===== config.mk =====
export PLATFORM = sky130hd
export DESIGN_NAME = vvc_ctrl
export DESIGN_NICKNAME = d
export VERILOG_FILES = /design/src/design/vvc_pkg.sv /design/src/design/vvc_ctrl.sv
export VERILOG_INCLUDE_DIRS = /design/src /design/src/design
export SDC_FILE = /design/constraint.sdc
export NUM_CORES = 1
export LEC_CHECK = 0
export ABC_AREA = 1
export BUFFER_PORTS_ARGS = -buffer_cell sky130_fd_sc_hd__buf_2
export CAP_MARGIN = 10
export CORE_MARGIN = 2
export CORE_UTILIZATION = 55
export CTS_CLUSTER_SIZE = 16
export DETAILED_ROUTE_END_ITERATION = 8
export GPL_TIMING_DRIVEN = 1
export PLACE_DENSITY = 0.8
export SYNTH_ARGS = -nofsm -noshare
export SYNTH_HDL_FRONTEND = slang
export SYNTH_SLANG_ARGS = --single-unit
export TNS_END_PERCENT = 10

===== constraint.sdc =====
create_clock -name clk -period 3 [get_ports clk]
set_input_delay 0.3 -clock clk [delete_from_list [all_inputs] [get_ports clk]]
set_output_delay 0.3 -clock clk [all_outputs]
set_load 0.03 [all_outputs]

===== src/design/voxel_view_visibility_clear_assert.svh =====
// ----------------------------------------------------------------------------
// voxel view visibility clear assertion macros
// shared clocked assertion forms, reset disables the check
// ----------------------------------------------------------------------------
`ifndef VOXEL_VIEW_VISIBILITY_CLEAR_ASSERT_SVH
`define VOXEL_VIEW_VISIBILITY_CLEAR_ASSERT_SVH

// condition that holds at every edge out of reset
`define VVC_ASSERT_ALWAYS(lbl, cond, msg) \
  lbl: assert property (@(posedge clk) disable iff (rst) (cond)) else $error(msg);

// consequence that follows in the cycle after a trigger
`define VVC_ASSERT_NEXT(lbl, trig, cons, msg) \
  lbl: assert property (@(posedge clk) disable iff (rst) (trig) |=> (cons)) else $error(msg);

`endif


===== src/design/vvc_pkg.sv =====
// ----------------------------------------------------------------------------
// vvc_pkg
// shared types, field offsets and helpers of the visibility clear block
// ----------------------------------------------------------------------------
`default_nettype none

package vvc_pkg;

  // words per view slot
  localparam int WPV = 18;

  // word indexes with a fixed meaning
  localparam logic [4:0] WI_TX = 5'd3;
  localparam logic [4:0] WI_FX = 5'd12;
  localparam logic [4:0] WI_FY = 5'd13;
  localparam logic [4:0] WI_CX = 5'd14;
  localparam logic [4:0] WI_W  = 5'd16;
  localparam logic [4:0] WI_H  = 5'd17;

  // stream widths
  localparam int IN_W  = 104;
  localparam int OUT_W = 16;

  // divider widths: dividend 2|num|+d, divisor 2d
  localparam int DVD_W = 65;
  localparam int DVS_W = 48;

  // accumulator and saturation widths
  localparam int ACC_W = 52;

  typedef enum logic [1:0] {
    CMD_WORD  = 2'd0,
    CMD_PIXEL = 2'd1,
    CMD_QUERY = 2'd2,
    CMD_INVAL = 2'd3
  } cmd_t;

  typedef enum logic [2:0] {
    CFG_VSIZE  = 3'd0,
    CFG_ORG_X  = 3'd1,
    CFG_ORG_Y  = 3'd2,
    CFG_ORG_Z  = 3'd3,
    CFG_SPH_X  = 3'd4,
    CFG_SPH_Y  = 3'd5,
    CFG_SPH_Z  = 3'd6,
    CFG_RADIUS = 3'd7
  } cfg_idx_t;

  typedef enum logic [4:0] {
    OP_NONE, OP_CEN_MUL, OP_CEN_ADD, OP_SPH_DIF, OP_SPH_MUL, OP_SPH_ACC,
    OP_RAD_MUL, OP_SPH_CHK, OP_TR_LDT, OP_TR_MUL, OP_TR_ADD, OP_TR_SAT,
    OP_PJ_MULF, OP_PJ_LDF, OP_PJ_MULC, OP_PJ_ADDC, OP_PJ_DIV, OP_PJ_CHK,
    OP_DP_CMP, OP_OUT
  } dp_op_t;

  typedef enum logic [4:0] {
    ST_IDLE, ST_CEN_MUL, ST_CEN_ADD, ST_SPH_DIF, ST_SPH_MUL, ST_SPH_ACC,
    ST_RAD_MUL, ST_SPH_CHK, ST_VW_CHK, ST_TR_LDT, ST_TR_MUL, ST_TR_ADD,
    ST_TR_SAT, ST_PJ_ZCHK, ST_PJ_MULF, ST_PJ_LDF, ST_PJ_MULC, ST_PJ_ADDC,
    ST_PJ_DIV, ST_PJ_WAIT, ST_PJ_CHK, ST_DP_RD, ST_DP_CMP, ST_VW_NEXT, ST_FIN
  } ctrl_state_t;

  typedef struct packed {
    dp_op_t     op;
    logic [1:0] k;
    logic [1:0] j;
    logic       m;
    logic [4:0] widx;
  } dp_cmd_t;

  typedef struct packed {
    logic view_ok;
    logic z_pos;
    logic div_busy;
    logic pix_ok;
    logic hit;
    logic in_sph;
    logic out_busy;
  } dp_stat_t;

  // clamp a wide signed value to 32 bit signed
  function automatic logic signed [31:0] sat32(input logic signed [ACC_W-1:0] v);
    logic same;
    same = (v[ACC_W-1:31] == '0) || (v[ACC_W-1:31] == '1);
    if (same) begin
      return v[31:0];
    end else if (v[ACC_W-1]) begin
      return 32'sh8000_0000;
    end
    return 32'sh7fff_ffff;
  endfunction

endpackage

`default_nettype wire


===== src/design/vvc_ctrl.sv =====
// ----------------------------------------------------------------------------
// vvc_ctrl
// sequencer for one query: centre, sphere test, per view transform and test
// ----------------------------------------------------------------------------
`default_nettype none

`include "voxel_view_visibility_clear_assert.svh"

module vvc_ctrl
  import vvc_pkg::*;
#(
  parameter int MAX_VIEWS = 8,
  parameter int VIW       = 3
) (
  input  wire logic           clk,
  input  wire logic           rst,
  input  wire logic           q_acc,
  input  wire dp_stat_t       stat,
  output dp_cmd_t             c,
  output logic [VIW-1:0]      view,
  output logic                idle
);

  localparam int VCW = $clog2(MAX_VIEWS + 1);

  ctrl_state_t    state, state_next;
  logic [1:0]     k, k_next;
  logic [1:0]     j, j_next;
  logic           m, m_next;
  logic [VCW-1:0] vcnt, vcnt_next;

  // state and counters
  always_ff @(posedge clk) begin
    if (rst) begin
      state <= ST_IDLE;
      k     <= '0;
      j     <= '0;
      m     <= 1'b0;
      vcnt  <= '0;
    end else begin
      state <= state_next;
      k     <= k_next;
      j     <= j_next;
      m     <= m_next;
      vcnt  <= vcnt_next;
    end
  end

  // next state and commands
  always_comb begin
    state_next = state;
    k_next     = k;
    j_next     = j;
    m_next     = m;
    vcnt_next  = vcnt;
    c.op       = OP_NONE;
    c.k        = k;
    c.j        = j;
    c.m        = m;
    c.widx     = '0;
    unique case (state)
      ST_IDLE: begin
        if (q_acc) begin
          k_next     = '0;
          state_next = ST_CEN_MUL;
        end
      end
      ST_CEN_MUL: begin
        c.op       = OP_CEN_MUL;
        state_next = ST_CEN_ADD;
      end
      ST_CEN_ADD: begin
        c.op       = OP_CEN_ADD;
        state_next = ST_SPH_DIF;
      end
      ST_SPH_DIF: begin
        c.op       = OP_SPH_DIF;
        state_next = ST_SPH_MUL;
      end
      ST_SPH_MUL: begin
        c.op       = OP_SPH_MUL;
        state_next = ST_SPH_ACC;
      end
      ST_SPH_ACC: begin
        c.op = OP_SPH_ACC;
        if (k == 2'd2) begin
          state_next = ST_RAD_MUL;
        end else begin
          k_next     = k + 2'd1;
          state_next = ST_CEN_MUL;
        end
      end
      ST_RAD_MUL: begin
        c.op       = OP_RAD_MUL;
        state_next = ST_SPH_CHK;
      end
      ST_SPH_CHK: begin
        c.op       = OP_SPH_CHK;
        vcnt_next  = '0;
        state_next = ST_VW_CHK;
      end
      ST_VW_CHK: begin
        c.widx = WI_TX;
        if (!stat.in_sph || (vcnt == VCW'(MAX_VIEWS))) begin
          state_next = ST_FIN;
        end else if (stat.view_ok) begin
          k_next     = '0;
          state_next = ST_TR_LDT;
        end else begin
          vcnt_next = vcnt + 1'b1;
        end
      end
      ST_TR_LDT: begin
        c.op       = OP_TR_LDT;
        c.widx     = {1'b0, k, 2'b00};
        j_next     = '0;
        state_next = ST_TR_MUL;
      end
      ST_TR_MUL: begin
        c.op       = OP_TR_MUL;
        state_next = ST_TR_ADD;
      end
      ST_TR_ADD: begin
        c.op = OP_TR_ADD;
        if (j == 2'd2) begin
          state_next = ST_TR_SAT;
        end else begin
          j_next     = j + 2'd1;
          c.widx     = {1'b0, k, 2'b00} + {3'b0, j} + 5'd1;
          state_next = ST_TR_MUL;
        end
      end
      ST_TR_SAT: begin
        c.op = OP_TR_SAT;
        if (k == 2'd2) begin
          c.widx     = WI_FX;
          m_next     = 1'b0;
          state_next = ST_PJ_ZCHK;
        end else begin
          c.widx     = {1'b0, k, 2'b00} + 5'd7;
          k_next     = k + 2'd1;
          state_next = ST_TR_LDT;
        end
      end
      ST_PJ_ZCHK: begin
        c.widx     = WI_FX;
        state_next = stat.z_pos ? ST_PJ_MULF : ST_VW_NEXT;
      end
      ST_PJ_MULF: begin
        c.op       = OP_PJ_MULF;
        state_next = ST_PJ_LDF;
      end
      ST_PJ_LDF: begin
        c.op       = OP_PJ_LDF;
        c.widx     = WI_CX + {4'b0, m};
        state_next = ST_PJ_MULC;
      end
      ST_PJ_MULC: begin
        c.op       = OP_PJ_MULC;
        state_next = ST_PJ_ADDC;
      end
      ST_PJ_ADDC: begin
        c.op       = OP_PJ_ADDC;
        state_next = ST_PJ_DIV;
      end
      ST_PJ_DIV: begin
        c.op       = OP_PJ_DIV;
        state_next = ST_PJ_WAIT;
      end
      ST_PJ_WAIT: begin
        c.widx = WI_W + {4'b0, m};
        if (!stat.div_busy) begin
          state_next = ST_PJ_CHK;
        end
      end
      ST_PJ_CHK: begin
        c.op   = OP_PJ_CHK;
        c.widx = WI_FY;
        if (!stat.pix_ok) begin
          state_next = ST_VW_NEXT;
        end else if (!m) begin
          m_next     = 1'b1;
          state_next = ST_PJ_MULF;
        end else begin
          state_next = ST_DP_RD;
        end
      end
      ST_DP_RD: begin
        state_next = ST_DP_CMP;
      end
      ST_DP_CMP: begin
        c.op       = OP_DP_CMP;
        state_next = stat.hit ? ST_FIN : ST_VW_NEXT;
      end
      ST_VW_NEXT: begin
        vcnt_next  = vcnt + 1'b1;
        state_next = ST_VW_CHK;
      end
      ST_FIN: begin
        if (!stat.out_busy) begin
          c.op       = OP_OUT;
          state_next = ST_IDLE;
        end
      end
      default: state_next = ST_IDLE;
    endcase
  end

  assign view = vcnt[VIW-1:0];
  assign idle = (state == ST_IDLE);

  // checks
  `VVC_ASSERT_NEXT(a_div_runs, state == ST_PJ_DIV, stat.div_busy, "divider did not start")
  `VVC_ASSERT_ALWAYS(a_vcnt_range, vcnt <= VCW'(MAX_VIEWS), "view counter out of range")
  `VVC_ASSERT_ALWAYS(a_tr_in_sph, (state != ST_TR_LDT) || stat.in_sph, "view walk outside sphere")
  `VVC_ASSERT_ALWAYS(a_cmp_zpos, (state != ST_DP_CMP) || stat.z_pos, "depth test with z not positive")

endmodule

`default_nettype wire


==> flow_summary.rst <==
.. list-table::
   :header-rows: 1

   * - Metric
     - Value
   * - Peak supply drop
     - between 0.0004 and 0.0005 V
   * - Number of I/O pins
     - 29
   * - Buffer count from post-CTS setup fixing
     - 0
   * - Half-perimeter wire length after placement
     - ~3400 um
   * - Via count of the first global-routing pass
     - 1,477
   * - Number of warning messages in the yosys log
     - 0
   * - Width of the chip
     - between 50 and 60 um
   * - Iteration-0 DRC count of the detailed router
     - 110
   * - Fraction of power consumed by sequential logic
     - 0.295
   * - Clock insertion delay at the later pin of the skew report
     - around 0.31 ns
   * - Layout Skew
     - between 0.02 and 0.025 ns
   * - Relative slew slack
     - 0.694
   * - Count of fill cells added during filler insertion
     - about 250
   * - Non-filler cells, final
     - between 300 and 400
   * - Final critical path time including I/O delays and setup
     - between 2 and 2.5 ns
   * - Final Max Tran Viols
     - 0
   * - Clock share of power
     - 0.185
   * - Floorplan die area
     - between 3000 and 4000 um2
   * - Pin count of the biggest net entering global routing
     - 12
   * - Mean cell area of the mapped netlist
     - between 5 and 6 um2
   * - Post-Place Cells
     - between 300 and 400
   * - Fin Setup TNS
     - 0 ns
   * - Ant. Diodes
     - 0
   * - Synth Net Count
     - roughly 280
   * - Maximum number of buffers from clock root to sink
     - 2
   * - TritonCTS Sinks
     - 14
   * - Number of endpoints failing setup at the final stage
     - 0
   * - Post-route DRC violation count
     - 0
   * - Crit path max fanout
     - 10
   * - Worst min-delay path class
     - in -> reg
   * - Share of the synthesized area in the top cell type
     - 0.189
   * - I/O Buffers
     - 28
   * - Core Box Area
     - ~2500 um2
   * - CP Data Required Time
     - 2.70 ns
   * - Reported leakage power
     - 0.914 nW
   * - Pwr Density
     - approximately 490 nW/um2
   * - Combinational share of power
     - 0.519
   * - Number of levels the H-tree was split into
     - 1
   * - Internal power
     - slightly above 400 uW
   * - Setup repair after global routing missed its margin
     - no
   * - Post-synthesis to final-layout area growth
     - 11.6%
   * - Number of iterations in the first detailed-routing pass
     - 6
   * - Switching Share
     - 0.498
   * - CTS root buffer
     - sky130_fd_sc_hd__clkbuf_4
   * - Total gr overflow
     - 0
   * - Switching power
     - a little over 400 uW
   * - Initial core utilization
     - 0.589
   * - Final Routed Wirelength
     - 4190 um
   * - Number of register bits inferred by synthesis
     - 14
   * - Clock tree from TritonCTS
     - built
   * - Fraction of layout cells with a size suffix above 1
     - 0.201
   * - Initial antenna violation count
     - 0
   * - Critical path type
     - reg -> out
   * - Maximum capacitance violations
     - 0
   * - Commonest cells after routing, fill and taps aside
     - sky130_fd_sc_hd__nand2_1 (63), sky130_fd_sc_hd__inv_1 (36), sky130_fd_sc_hd__nor2_1 (29)
   * - Clock transition time at the flip-flop clock pins of the worst setup and hold paths
     - 0.11 ns
   * - Wirelength per Cell
     - 13.4 um
   * - Worst-case hold slack
     - 0.315 ns
   * - Cell accounting for the most synthesized area
     - sky130_fd_sc_hd__dfxtp_1
   * - Master of the slowest instance on the critical path
     - sky130_fd_sc_hd__dfxtp_1
   * - Number of standard-cell rows in the floorplan
     - 18
   * - Portion of the clock cycle consumed by the worst path in the final layout
     - 0.785
   * - Final hold violations
     - 0
   * - Overall track demand over capacity in global routing
     - 0.273
   * - Least-Margin Pin Slew
     - 0.456 ns
   * - Cell area after synthesis
     - about 1500 um2
   * - Worst endpoint data arrival time
     - a little over 2 ns
   * - Pwr Total
     - between 800 and 900 uW
   * - Number of nets in the final layout
     - just over 300
   * - CP peak stage delay
     - about 0.55 ns
   * - Number of cells produced by synthesis
     - roughly 260
   * - Top achievable clock speed
     - around 420 MHz
   * - Dominant cell type by count on the critical path
     - sky130_fd_sc_hd__inv_1
   * - ANT nets after route
     - 0
   * - Seq/Total Area, Yosys
     - 0.189
   * - CP Launch Type
     - register
   * - Result of the run
     - finished clean
   * - Vias
     - 1,722
   * - Kind of capture point of the worst setup path
     - primary output
   * - Distinct cells, synth
     - 25
   * - Cell Chain, Critical Path
     - inv_2, nand2_2, inv_1, nand2_1, inv_1, nor3_1, nand4_1, buf_2
   * - Placer's final routability congestion estimate
     - 1.01
   * - Count of hold-fix buffers inserted at cts
     - 0
   * - Via density per instance
     - ~5.5
   * - Most frequent standard cell in the layout excluding fill and tap cells
     - sky130_fd_sc_hd__nand2_1
   * - Dominant cells by area after synthesis
     - sky130_fd_sc_hd__dfxtp_1 (19%), sky130_fd_sc_hd__nand2_1 (16%), sky130_fd_sc_hd__inv_1 (9.1%)
   * - Die extent in y
     - around 56 um
   * - # resized after CTS
     - 0
   * - Number of buffers inserted during clock tree synthesis
     - 3
   * - First-pass GRT wire length
     - a little under 7000 um
==> stage by stage <==
step	utilization	instance area (um2)	setup WS, ns
2_1_floorplan	-	1490	1.24
3_3_place_gp	0.643	1620	1.08
3_5_place_dp	0.643	1620	1.02
4_1_cts	0.657	1660	0.670
5_1_grt	0.657	1660	0.458
6_report	0.657	1660	0.644
==> power by group through the flow <==
stage / clock network (mW) / logic, mW / registers [mW]
6_report: 0.150 / 0.422 / 0.240
2_1_floorplan: 0 / 0.297 / 0.259
5_1_grt: 0.161 / 0.457 / 0.244
4_1_cts: 0.153 / 0.416 / 0.240
3_5_place_dp: 0 / 0.414 / 0.244
3_3_place_gp: 0 / 0.417 / 0.244
==> synthesized netlist by cell type, drive strengths merged <==
library cell	number
o211ai	2
nor2	39
nand3b	2
xor2	1
nand4	9
o21ai	10
nor3	8
a21o	1
nor4	3
buf	5
clkbuf	1
ha	8
a21oi	15
nand2	70
inv	42
nand3	25
dfxtp	14
and2	1
or2	1
==> final cells by class <==
cell class | instances | area [um2] | share of cell area
Clock buffer | 4 | 36.3 | 0.0219
Inverter | 42 | 160 | 0.0966
Multi-Input combinational cell | 195 | 1000 | 0.605
Sequential cell | 14 | 280 | 0.169
Tap cell | 30 | 37.5 | 0.0226
Timing Repair Buffer | 28 | 140 | 0.0845
==> state kept, by name, indices dropped and copies added, names as in the netlist <==
signal,cells
vcnt,4
j,2
m,1
k,2
state,5
==> layer usage <==
| layer | routed length (um) | part of all wire | track usage |
|---|---|---|---|
| met5 | 0 | 0 | 0 |
| met3 | 358 | 0.085 | 0.0465 |
| met4 | 218 | 0.052 | 0.146 |
| met1 | 1850 | 0.44 | 0.364 |
| met2 | 1770 | 0.42 | 0.418 |
==> kinds of logic (layout without fill, tap and decap cells) <==
logic type,count (synthesis),count (layout),synth area share
buf+inv,48,74,0.136
fa+ha+maj,8,8,0.0674
simple gates,158,158,0.498
compound gates,28,28,0.104
xor+xnor,1,1,0.00590
flops,14,14,0.189
==> worst paths after layout <==
kind	slack, ns	start	depth (start not counted)	to
setup reg to reg	1.21	state[4]	8	state[0]
setup / recovery	0.64	state[4]	8	c[2]
hold reg to reg	0.46	vcnt[3]	2	vcnt[3]
hold / removal	0.31	rst	2	k[0]
==> critical path, delay by kind of cell, from the launching register on <==
family,cells,cell delay (ns)
buf+inv,4,0.52
simple gates,4,0.67
flops,1,0.55
Note: power is estimated with default switching activity, not from simulation.
